==> src/hdl/maf_pkg.sv <==
// Shared constants and types for the moving average filter.
// No dependencies; imported by moving_average_filter and maf_div.
`default_nettype none

package maf_pkg;

   // Field widths fixed by the interface
   localparam int SAMPLE_W = 16;
   localparam int WLEN_W   = 6;

   // Window length register
   localparam logic [WLEN_W-1:0] WLEN_RESET = 6'd5;

   // Default history depth
   localparam int DEF_MAX_WINDOW = 32;

   // Register file: byte addresses, one 32-bit word each
   localparam int CSR_ADDR_W = 3;
   localparam int CSR_DATA_W = 32;
   localparam logic CSR_IDX_WLEN = 1'b0;

   // Divider status toward the sequencer
   typedef struct packed {
      logic busy;
      logic done;
   } maf_div_stat_type;

endpackage

`default_nettype wire

==> src/hdl/moving_average_filter.sv <==
// Boxcar moving average filter: sequencer, window history, running sum, CSR.
// Depends on maf_pkg, maf_ram and maf_div.
//
//   channel  direction  handshake            payload
//   req      in         req_valid/req_stall  req_sample, req_last_sample
//   rsp      out        rsp_valid/rsp_stall  rsp_average
//   csr      in/out     psel/penable/pready  pwrite, paddr, pwdata, prdata
//
// A sample that gives a result passes through update, divider start, the bit-serial divide
// and the output state; a sample that gives no result returns to idle after the update.
// Reset is synchronous; it restores the window length to 5 and empties the record.
// req_stall is high while a sample is in work; a waiting result in the output
// register holds the sequencer only when the next result is ready to load.
// Writing the window length clears the running sum, fill count and write position.
`default_nettype none

module moving_average_filter #(
   parameter int MAX_WINDOW = maf_pkg::DEF_MAX_WINDOW
) (
   input  wire logic                              clock,
   input  wire logic                              reset,
   // sample stream
   input  wire logic                              req_valid,
   output logic                                   req_stall,
   input  wire logic signed [maf_pkg::SAMPLE_W-1:0] req_sample,
   input  wire logic                              req_last_sample,
   // average stream
   output logic                                   rsp_valid,
   input  wire logic                              rsp_stall,
   output logic signed [maf_pkg::SAMPLE_W-1:0]    rsp_average,
   // register port
   input  wire logic                              psel,
   input  wire logic                              penable,
   input  wire logic                              pwrite,
   input  wire logic [maf_pkg::CSR_ADDR_W-1:0]    paddr,
   input  wire logic [maf_pkg::CSR_DATA_W-1:0]    pwdata,
   output logic      [maf_pkg::CSR_DATA_W-1:0]    prdata,
   output logic                                   pready
);
   import maf_pkg::*;

   localparam int AW    = (MAX_WINDOW > 1) ? $clog2(MAX_WINDOW) : 1;
   localparam int CW    = $clog2(MAX_WINDOW + 1);
   localparam int EW    = (CW > WLEN_W) ? CW : WLEN_W;
   localparam int SUM_W = SAMPLE_W + $clog2(MAX_WINDOW);

   // Sequencer codes
   localparam logic [2:0] ST_IDLE   = 3'd0;
   localparam logic [2:0] ST_UPD    = 3'd1;
   localparam logic [2:0] ST_DSTART = 3'd2;
   localparam logic [2:0] ST_DIV    = 3'd3;
   localparam logic [2:0] ST_DONE   = 3'd4;

   logic [2:0]                 state_ff, state_in;
   logic [WLEN_W-1:0]          wlen_ff, wlen_in;
   logic signed [SUM_W-1:0]    sum_ff, sum_in;
   logic [CW-1:0]              fill_ff, fill_in;
   logic [AW-1:0]              pos_ff, pos_in;
   logic signed [SAMPLE_W-1:0] sample_ff, sample_in;
   logic                       last_ff, last_in;
   logic                       rsp_valid_ff, rsp_valid_in;
   logic signed [SAMPLE_W-1:0] rsp_average_ff, rsp_average_in;

   logic                       req_beat;
   logic                       csr_write;
   logic [EW-1:0]              wlen_ext;
   logic [EW-1:0]              win;
   logic [EW-1:0]              fill_ext;
   logic [EW-1:0]              pos_ext;
   logic [AW-1:0]              pos_cur;
   logic [EW-1:0]              pos_next_ext;
   logic                       full;
   logic [SAMPLE_W-1:0]        hist_rd;
   logic signed [SUM_W-1:0]    old_ext;
   logic signed [SUM_W-1:0]    new_sum;
   logic                       out_free;
   logic                       div_start;
   maf_div_stat_type           div_stat;
   logic signed [SAMPLE_W-1:0] div_quo;

   // Handshake decode
   assign req_stall = (state_ff != ST_IDLE);
   assign req_beat  = req_valid && !req_stall;
   assign csr_write = psel && penable && pwrite && pready;
   assign pready    = 1'b1;
   assign prdata    = (paddr[2] == CSR_IDX_WLEN) ? CSR_DATA_W'(wlen_ff) : '0;

   // Effective window: zero acts as one, clamp at the history depth
   assign wlen_ext = EW'(wlen_ff);
   always_comb begin
      if (wlen_ff == '0) begin
         win = EW'(1);
      end else if (wlen_ext > EW'(MAX_WINDOW)) begin
         win = EW'(MAX_WINDOW);
      end else begin
         win = wlen_ext;
      end
   end

   // Write position and fill state
   assign fill_ext     = EW'(fill_ff);
   assign pos_ext      = EW'(pos_ff);
   assign pos_cur      = (pos_ext >= win) ? '0 : pos_ff;
   assign pos_next_ext = EW'(pos_cur) + 1'b1;
   assign full         = (fill_ext >= win);

   // Update the running sum: drop the oldest sample once the window is full
   assign old_ext = full ? SUM_W'($signed(hist_rd)) : '0;
   assign new_sum = sum_ff - old_ext + SUM_W'(sample_ff);

   assign out_free  = !rsp_valid_ff || !rsp_stall;
   assign div_start = (state_ff == ST_DSTART);

   // Sequencer
   always_comb begin
      state_in       = state_ff;
      wlen_in        = wlen_ff;
      sum_in         = sum_ff;
      fill_in        = fill_ff;
      pos_in         = pos_ff;
      sample_in      = sample_ff;
      last_in        = last_ff;
      rsp_valid_in   = rsp_valid_ff && rsp_stall;
      rsp_average_in = rsp_average_ff;
      case (state_ff)
         ST_IDLE: begin
            if (req_beat) begin
               sample_in = req_sample;
               last_in   = req_last_sample;
               state_in  = ST_UPD;
            end
         end
         ST_UPD: begin
            sum_in = new_sum;
            pos_in = (pos_next_ext >= win) ? '0 : AW'(pos_next_ext);
            if (!full) begin
               fill_in = fill_ff + 1'b1;
            end
            if (full || (fill_ext + 1'b1 >= win)) begin
               state_in = ST_DSTART;
            end else begin
               state_in = ST_IDLE;
               if (last_ff) begin
                  sum_in  = '0;
                  fill_in = '0;
                  pos_in  = '0;
               end
            end
         end
         ST_DSTART: begin
            // divider has taken the sum; end the record now if flagged
            if (last_ff) begin
               sum_in  = '0;
               fill_in = '0;
               pos_in  = '0;
            end
            state_in = ST_DIV;
         end
         ST_DIV: begin
            if (div_stat.done) begin
               state_in = ST_DONE;
            end
         end
         ST_DONE: begin
            if (out_free) begin
               rsp_valid_in   = 1'b1;
               rsp_average_in = div_quo;
               state_in       = ST_IDLE;
            end
         end
         default: begin
            state_in = ST_IDLE;
         end
      endcase
      // register write restarts the record
      if (csr_write && (paddr[2] == CSR_IDX_WLEN)) begin
         wlen_in = pwdata[WLEN_W-1:0];
         sum_in  = '0;
         fill_in = '0;
         pos_in  = '0;
      end
   end

   // Control state
   always_ff @(posedge clock) begin
      if (reset) begin
         state_ff     <= ST_IDLE;
         wlen_ff      <= WLEN_RESET;
         sum_ff       <= '0;
         fill_ff      <= '0;
         pos_ff       <= '0;
         rsp_valid_ff <= 1'b0;
      end else begin
         state_ff     <= state_in;
         wlen_ff      <= wlen_in;
         sum_ff       <= sum_in;
         fill_ff      <= fill_in;
         pos_ff       <= pos_in;
         rsp_valid_ff <= rsp_valid_in;
      end
   end

   // Payload registers
   always_ff @(posedge clock) begin
      sample_ff      <= sample_in;
      last_ff        <= last_in;
      rsp_average_ff <= rsp_average_in;
   end

   assign rsp_valid   = rsp_valid_ff;
   assign rsp_average = rsp_average_ff;

   // Window history: read the oldest entry on accept, overwrite it in the update
   maf_ram #(
      .WIDTH (SAMPLE_W),
      .DEPTH (MAX_WINDOW),
      .AW    (AW)
   ) u_hist (
      .clock   (clock),
      .wr_en   (state_ff == ST_UPD),
      .wr_addr (pos_cur),
      .wr_data (sample_ff),
      .rd_en   (req_beat),
      .rd_addr (pos_cur),
      .rd_data (hist_rd)
   );

   // Serial divider for sum / window
   maf_div #(
      .SUM_W (SUM_W),
      .DW    (EW)
   ) u_div (
      .clock    (clock),
      .reset    (reset),
      .start    (div_start),
      .dividend (sum_ff),
      .divisor  (win),
      .stat     (div_stat),
      .quotient (div_quo)
   );

`ifndef SYNTHESIS
   a_fill_bound: assert property (@(posedge clock) disable iff (reset)
      fill_ext <= win)
      else $error("fill count above window");

   a_pos_bound: assert property (@(posedge clock) disable iff (reset)
      pos_ext < win)
      else $error("write position outside window");

   a_div_owned: assert property (@(posedge clock) disable iff (reset)
      (div_stat.busy || div_stat.done) |-> (state_ff == ST_DIV))
      else $error("divider active outside divide state");

   a_beat_starts: assert property (@(posedge clock) disable iff (reset)
      req_beat |=> (state_ff == ST_UPD))
      else $error("accepted beat did not start an update");
`endif

endmodule

`default_nettype wire

==> src/hdl/maf_ram.sv <==
// Generic single-write, single-read RAM with registered read data.
// No dependencies.
`default_nettype none

module maf_ram #(
   parameter int WIDTH = 16,
   parameter int DEPTH = 32,
   parameter int AW    = (DEPTH > 1) ? $clog2(DEPTH) : 1
) (
   input  wire logic             clock,
   input  wire logic             wr_en,
   input  wire logic [AW-1:0]    wr_addr,
   input  wire logic [WIDTH-1:0] wr_data,
   input  wire logic             rd_en,
   input  wire logic [AW-1:0]    rd_addr,
   output logic      [WIDTH-1:0] rd_data
);

   logic [WIDTH-1:0] mem_ff [DEPTH];
   logic [WIDTH-1:0] rd_data_ff;

   // Write port and registered read port
   always_ff @(posedge clock) begin
      if (wr_en) begin
         mem_ff[wr_addr] <= wr_data;
      end
      if (rd_en) begin
         rd_data_ff <= mem_ff[rd_addr];
      end
   end

   assign rd_data = rd_data_ff;

endmodule

`default_nettype wire

==> src/hdl/maf_div.sv <==
// Radix-2 restoring divider: signed dividend by unsigned divisor, one bit a cycle.
// Depends on maf_pkg for the sample width and the status struct.
`default_nettype none

module maf_div #(
   parameter int SUM_W = 21,
   parameter int DW    = 6
) (
   input  wire logic                          clock,
   input  wire logic                          reset,
   input  wire logic                          start,
   input  wire logic signed [SUM_W-1:0]       dividend,
   input  wire logic        [DW-1:0]          divisor,
   output maf_pkg::maf_div_stat_type          stat,
   output logic signed [maf_pkg::SAMPLE_W-1:0] quotient
);
   import maf_pkg::*;

   localparam int CNT_W = $clog2(SUM_W + 1);

   logic             busy_ff, busy_in;
   logic             done_ff, done_in;
   logic [CNT_W-1:0] cnt_ff, cnt_in;
   logic             neg_ff, neg_in;
   logic [DW-1:0]    div_ff, div_in;
   logic [DW-1:0]    rem_ff, rem_in;
   logic [SUM_W-1:0] quo_ff, quo_in;

   logic [DW:0]      trial;
   logic             ge;
   logic [SUM_W-1:0] mag;
   logic [SUM_W-1:0] quo_signed;

   // Magnitude of the dividend at load time
   assign mag = dividend[SUM_W-1] ? (~dividend + 1'b1) : dividend;

   // One restoring step: shift in the next dividend bit, subtract if it fits
   assign trial = {rem_ff, quo_ff[SUM_W-1]};
   assign ge    = (trial >= {1'b0, div_ff});

   always_comb begin
      busy_in = busy_ff;
      done_in = 1'b0;
      cnt_in  = cnt_ff;
      neg_in  = neg_ff;
      div_in  = div_ff;
      rem_in  = rem_ff;
      quo_in  = quo_ff;
      if (start) begin
         busy_in = 1'b1;
         cnt_in  = CNT_W'(SUM_W);
         neg_in  = dividend[SUM_W-1];
         div_in  = divisor;
         rem_in  = '0;
         quo_in  = mag;
      end else if (busy_ff) begin
         rem_in = ge ? DW'(trial - {1'b0, div_ff}) : trial[DW-1:0];
         quo_in = {quo_ff[SUM_W-2:0], ge};
         cnt_in = cnt_ff - 1'b1;
         if (cnt_ff == CNT_W'(1)) begin
            busy_in = 1'b0;
            done_in = 1'b1;
         end
      end
   end

   // Control state
   always_ff @(posedge clock) begin
      if (reset) begin
         busy_ff <= 1'b0;
         done_ff <= 1'b0;
         cnt_ff  <= '0;
      end else begin
         busy_ff <= busy_in;
         done_ff <= done_in;
         cnt_ff  <= cnt_in;
      end
   end

   // Datapath registers
   always_ff @(posedge clock) begin
      neg_ff <= neg_in;
      div_ff <= div_in;
      rem_ff <= rem_in;
      quo_ff <= quo_in;
   end

   // Restore the sign; the quotient always fits the sample width
   assign quo_signed = neg_ff ? (~quo_ff + 1'b1) : quo_ff;
   assign quotient   = quo_signed[SAMPLE_W-1:0];

   assign stat.busy = busy_ff;
   assign stat.done = done_ff;

endmodule

`default_nettype wire
==> config.mk <==
export PLATFORM = sky130hd
export DESIGN_NAME = moving_average_filter
export DESIGN_NICKNAME = d
export VERILOG_FILES = /design/src/hdl/maf_pkg.sv /design/src/hdl/moving_average_filter.sv /design/src/hdl/maf_ram.sv /design/src/hdl/maf_div.sv
export SDC_FILE = /design/constraint.sdc
export NUM_CORES = 1
export LEC_CHECK = 0
export BUFFER_PORTS_ARGS = -buffer_cell sky130_fd_sc_hd__buf_2
export CAP_MARGIN = 10
export CORE_MARGIN = 2
export CORE_UTILIZATION = 50
export CTS_BUF_LIST = sky130_fd_sc_hd__clkbuf_16
export DETAILED_ROUTE_END_ITERATION = 8
export PLACE_DENSITY = 0.69
export SYNTH_ARGS = -nofsm -noshare
export SYNTH_HDL_FRONTEND = slang
export SYNTH_SLANG_ARGS = --single-unit
==> constraint.sdc <==
create_clock -name clock -period 7.3 [get_ports clock]
set_input_delay 0 -clock clock [delete_from_list [all_inputs] [get_ports clock]]
set_output_delay 0 -clock clock [all_outputs]
set_load 0.01 [all_outputs]
==> impl.org <==
** Cells and area
- Once layout is done, the placed cells without fillers occupy 31400 um^2.
- At the end of the flow, the number of nets in the layout was 2317.
- Share of post-route cells with drive strength above 1 :: 10.9%
- The finished layout holds 2978 standard cells, fillers aside.
- Final core utilization :: 57.0%
- Fill cell instance count of the final layout :: 4271
- Relative to the synthesized area, the layout overhead comes to 13.1%.
- The repair_antennas step left the layout with diodes totalling 0.

** Floorplan
- Std-Cell Core Area :: 55000 um^2
- Standard-cell rows :: 86
- In this run the count of I/O pins placed on the die edge is 110.
- Starting utilization of the core area :: 50.4%
- Measured along the x axis, the die boundary spans 240 um.
- The die covers 57400 um^2.
- Die span in y :: 240 um

** Status
- The flow ran to the end, and the final reports show no timing, DRC or antenna violations.

** GRT
- Wire length of the first global-routing pass :: 103 mm
- For this run, global-route usage on met2 was measured as 37.9%.
- Global routing used 32.9% of the available met1 tracks.
- The layer flagged by global routing as most heavily used is met2.
- Met3 Usage GRT :: 4.47%
- Total grt overflow :: 0
- Total global-route track usage :: 24.1%
- The number of antenna violations at the first check in global routing came to 2.
- Entering global routing, the biggest net connects 63 pins.
- The via count of the first global-routing pass came to 17239.

** Clock tree
- CTS tree :: yes
- The clock net in this run drives a total of 644 sinks.
- Root buf cell :: clkbuf_16
- Clock-pin slew of the registers on the worst-case setup and hold paths :: 0.06 ns
- The H-tree was split into 3 levels.
- Number of setup buffers added after CTS :: 0
- Post-CTS sizing :: 0
- Clock network latency to the later pin of the worst-skew pair :: 0.61 ns
- Clock tree synthesis inserted a total of 67 buffers.
- Maximum clock path buffer count :: 3

** Route
- Antenna Violating Nets Remaining :: 0
- The detailed router finished its first iteration with 2060 violations.
- Final routed DRC violation total :: 0
- Vias per cell :: 5.98
- First-pass detailed-route iteration total :: 5
- Wire length after detailed routing :: 68.7 mm
- After detailed routing, the average wire length per cell comes to 23.1 um.
- Detailed routing inserted a total of 17802 vias.

** Placement
- Port Buffers :: 54
- The HPWL after detailed placement is 41.8 mm.
- Once placement finished, the instance area stood at 28900 um^2.
- Worst-case setup slack after placement :: 1.65 ns
- The congestion estimate from routability-driven global placement came to 0.860.
- Counting tap cells, the placed design contains a total of 2826 instances.

** Timing
- Setup repair after global routing missed its margin :: no
- Clk_skew :: 0.0305 ns
- For the pin with the worst max-slew slack, the measured transition is 1.37 ns.
- Dividing the final minimum period by the clock period gives 78.0%.
- Tightest hold margin :: 0.0798 ns
- Summed over all failing endpoints, the final setup total negative slack is 0 ns.
- Setup Viol. Count Final :: 0
- Crit path setup slack, layout :: 1.61 ns
- Based on the critical path, the design can be clocked at up to 176 MHz.
- The number of failing hold endpoints at the final stage is 0.
- The number of max-slew violations in the final report is 0.
- The routed design could run at a clock period as short as 5.69 ns.
- Relative slew slack :: 7.66%

** Logic synthesis
- Number of distinct library cell variants in the gate-level netlist after synthesis :: 80
- List of most frequent post-synthesis cells :: edfxtp_1, nor2_1, inv_1
- After synthesis, the share of flip-flops with an asynchronous set or reset is 0%.
- By instance count, the leading cell after synthesis is edfxtp_1.
- Cell type with the highest aggregate area in the netlist :: edfxtp_1
- Post-synthesis cell count :: 2070
- Avg Synthesized Cell Area :: 13.4 um^2
- Register bit count reported by yosys :: 644
- Flip-flop cell with the highest count after synthesis :: edfxtp_1
- After synthesis, the cell types taking the most area are edfxtp_1, dfxtp_1, nor2_1.
- Sequential cells were found to cover 67.7% of the synthesized design area.
- Count of flip-flops with a built-in enable after synthesis :: 589
- After synthesis, the largest area contributor takes up 63.8% of total cell area.
- Summing every instance area after synthesis gives 27700 um^2.
- Yosys printed 0 warnings.

** Critical path
- Depth of the most critical reg-to-reg path :: 21
- Register-to-register setup slack :: 1.61 ns
- In this run the critical register-to-register path is captured at sum_ff[17]$_SDFFE_PP0P_.
- The worst register-to-register path begins at wlen_ext[1]$_SDFFE_PP0P_.
- Along the worst path, the maximum fanout reaches 20.
- CP required :: 7.78 ns
- Slowest library cell on the worst path :: fa_1
- Data arrival time of the critical path :: 6.18 ns
- Kind of end point of the critical path :: flip-flop
- Setup crit start kind :: flip-flop
- The critical path in this run is classified as flip-flop to flip-flop.
- Ordered list of cells on the worst path :: nor4_1 -> nor2_1 -> nor2_1 -> ha_1 -> nand2b_1 -> a2111o_1 -> a31o_2 -> a21oi_1 -> buf_4 -> nor2b_1 -> fa_1 -> inv_1 -> ha_1 -> and2_1 -> a221oi_1 -> nand3_1 -> a21oi_1 -> a21o_1 -> a21boi_0 -> or3_1 -> a32o_1
- In this design, the stage delay of the slowest critical-path cell is 0.49 ns.

** Pwr
- In this run the static leakage power is 10.9 nW.
- Peak ir drop on the vdd network :: 0.216 mV
- After layout, the design draws a total of 8.29 mW.
- Power density of the placed cells :: 264 nW/um^2

** Min path
- The tightest min-delay check is of the primary input to flip-flop type.
- Hold Path Depth :: 3
- Hold path startpoint :: pwrite
- Worst hold path endpoint :: wlen_ext[2]$_SDFFE_PP1P_

** Job
- The tool flagged a number of max-cap violations equal to 0.
## worst max-delay path by stage
stage	start	endpoint	slack, ns	cells past startpoint
finish	wlen_ext[1]$_SDFFE_PP0P_	sum_ff[17]$_SDFFE_PP0P_	1.61	21
global route	wlen_ext[2]$_SDFFE_PP1P_	sum_ff[17]$_SDFFE_PP0P_	1.31	21
CTS	wlen_ext[1]$_SDFFE_PP0P_	sum_ff[17]$_SDFFE_PP0P_	1.64	21
detailed placement	wlen_ext[1]$_SDFFE_PP0P_	sum_ff[17]$_SDFFE_PP0P_	1.65	21
global placement	wlen_ext[1]$_SDFFE_PP0P_	sum_ff[17]$_SDFFE_PP0P_	1.78	21
floorplan	wlen_ext[1]$_SDFFE_PP0P_	sum_ff[20]$_SDFFE_PP0P_	2.23	23
## final cells by class
| type | count | area (um^2) | area share, % |
|---|---|---|---|
| clock inverters | 53 | 485 | 1.55 |
| multi-input cells | 1200 | 7940 | 25.3 |
| well taps | 748 | 936 | 2.98 |
| repair buffers | 149 | 1070 | 3.42 |
| flip-flops and latches | 644 | 18800 | 59.9 |
| clock buffers | 68 | 1700 | 5.43 |
| inverters | 116 | 435 | 1.39 |
## routing by layer
layer  share of wire [%]  wire length [um]  vias to the layer above
met5               0.020                14                        -
met4                 4.3              2930                        2
met3                 8.1              5600                      149
met2                  46             31800                      790
met1                  41             28400                     8828
li1                    -                 -                     8033
## timing repair
action                                  CTS  global route
endpoints found under the hold margin    50             0
hold buffers                             31             0
endpoints found under the setup margin    0             0
## worst max-delay path: cells and delay by family, from the launching register on
family | cells | cell delay (ns)
compound gates | 8 | 2.04
flops | 1 | 0.33
fa+ha+maj | 3 | 1.18
simple gates | 8 | 1.72
buf+inv | 2 | 0.31
## where the power goes
group / internal (mW) / total (mW) / switching, mW
registers: 4.10 / 4.14 / 0.0480
clock network: 1.99 / 3.41 / 1.42
logic: 0.281 / 0.744 / 0.463
## sequential cells by signal, indices dropped and copies added (netlist names), 6 cells and up
register,count
wlen_ext,6
u_div.rem_ff,6
sum_ff,21
u_div.quo_ff,21
sample_ff,16
fill_ext,6
u_div.div_ff,6
u_hist.mem_ff,512
u_hist.rd_data,16
rsp_average,16
## kinds of logic (layout without fill, tap and decap cells)
kind of cell             Yosys count  in the layout  synth area share, %
XOR/XNOR                          63             63                 1.99
multiplexers                      31             31                 1.26
flip-flops                       644            644                 67.7
other                              2             27               0.0271
AO/OA/AOI/OAI                    500            500                 12.4
AND/OR/NAND/NOR                  499            499                 8.33
adder cells (fa/ha/maj)           80             80                 4.18
buffers and inverters            251            386                 4.12
## cell usage in the layout (no fill, tap or decap), types with 31 or more instances in the layout
cell type      netlist  layout
inv_1              114     125
dfxtp_1             55      53
xnor2_1             48      48
nor2_1             248     246
buf_2               33      54
clkbuf_16            0      68
o22ai_1            111     111
o21ai_0             74      74
buf_4               30      63
nor2b_1             31      31
o221ai_1            34      34
edfxtp_1           589     589
ha_1                59      59
dlygate4sd3_1        0      31
a21oi_1             84      84
nand2_1             81      81
(Power assumes the default switching activity.)
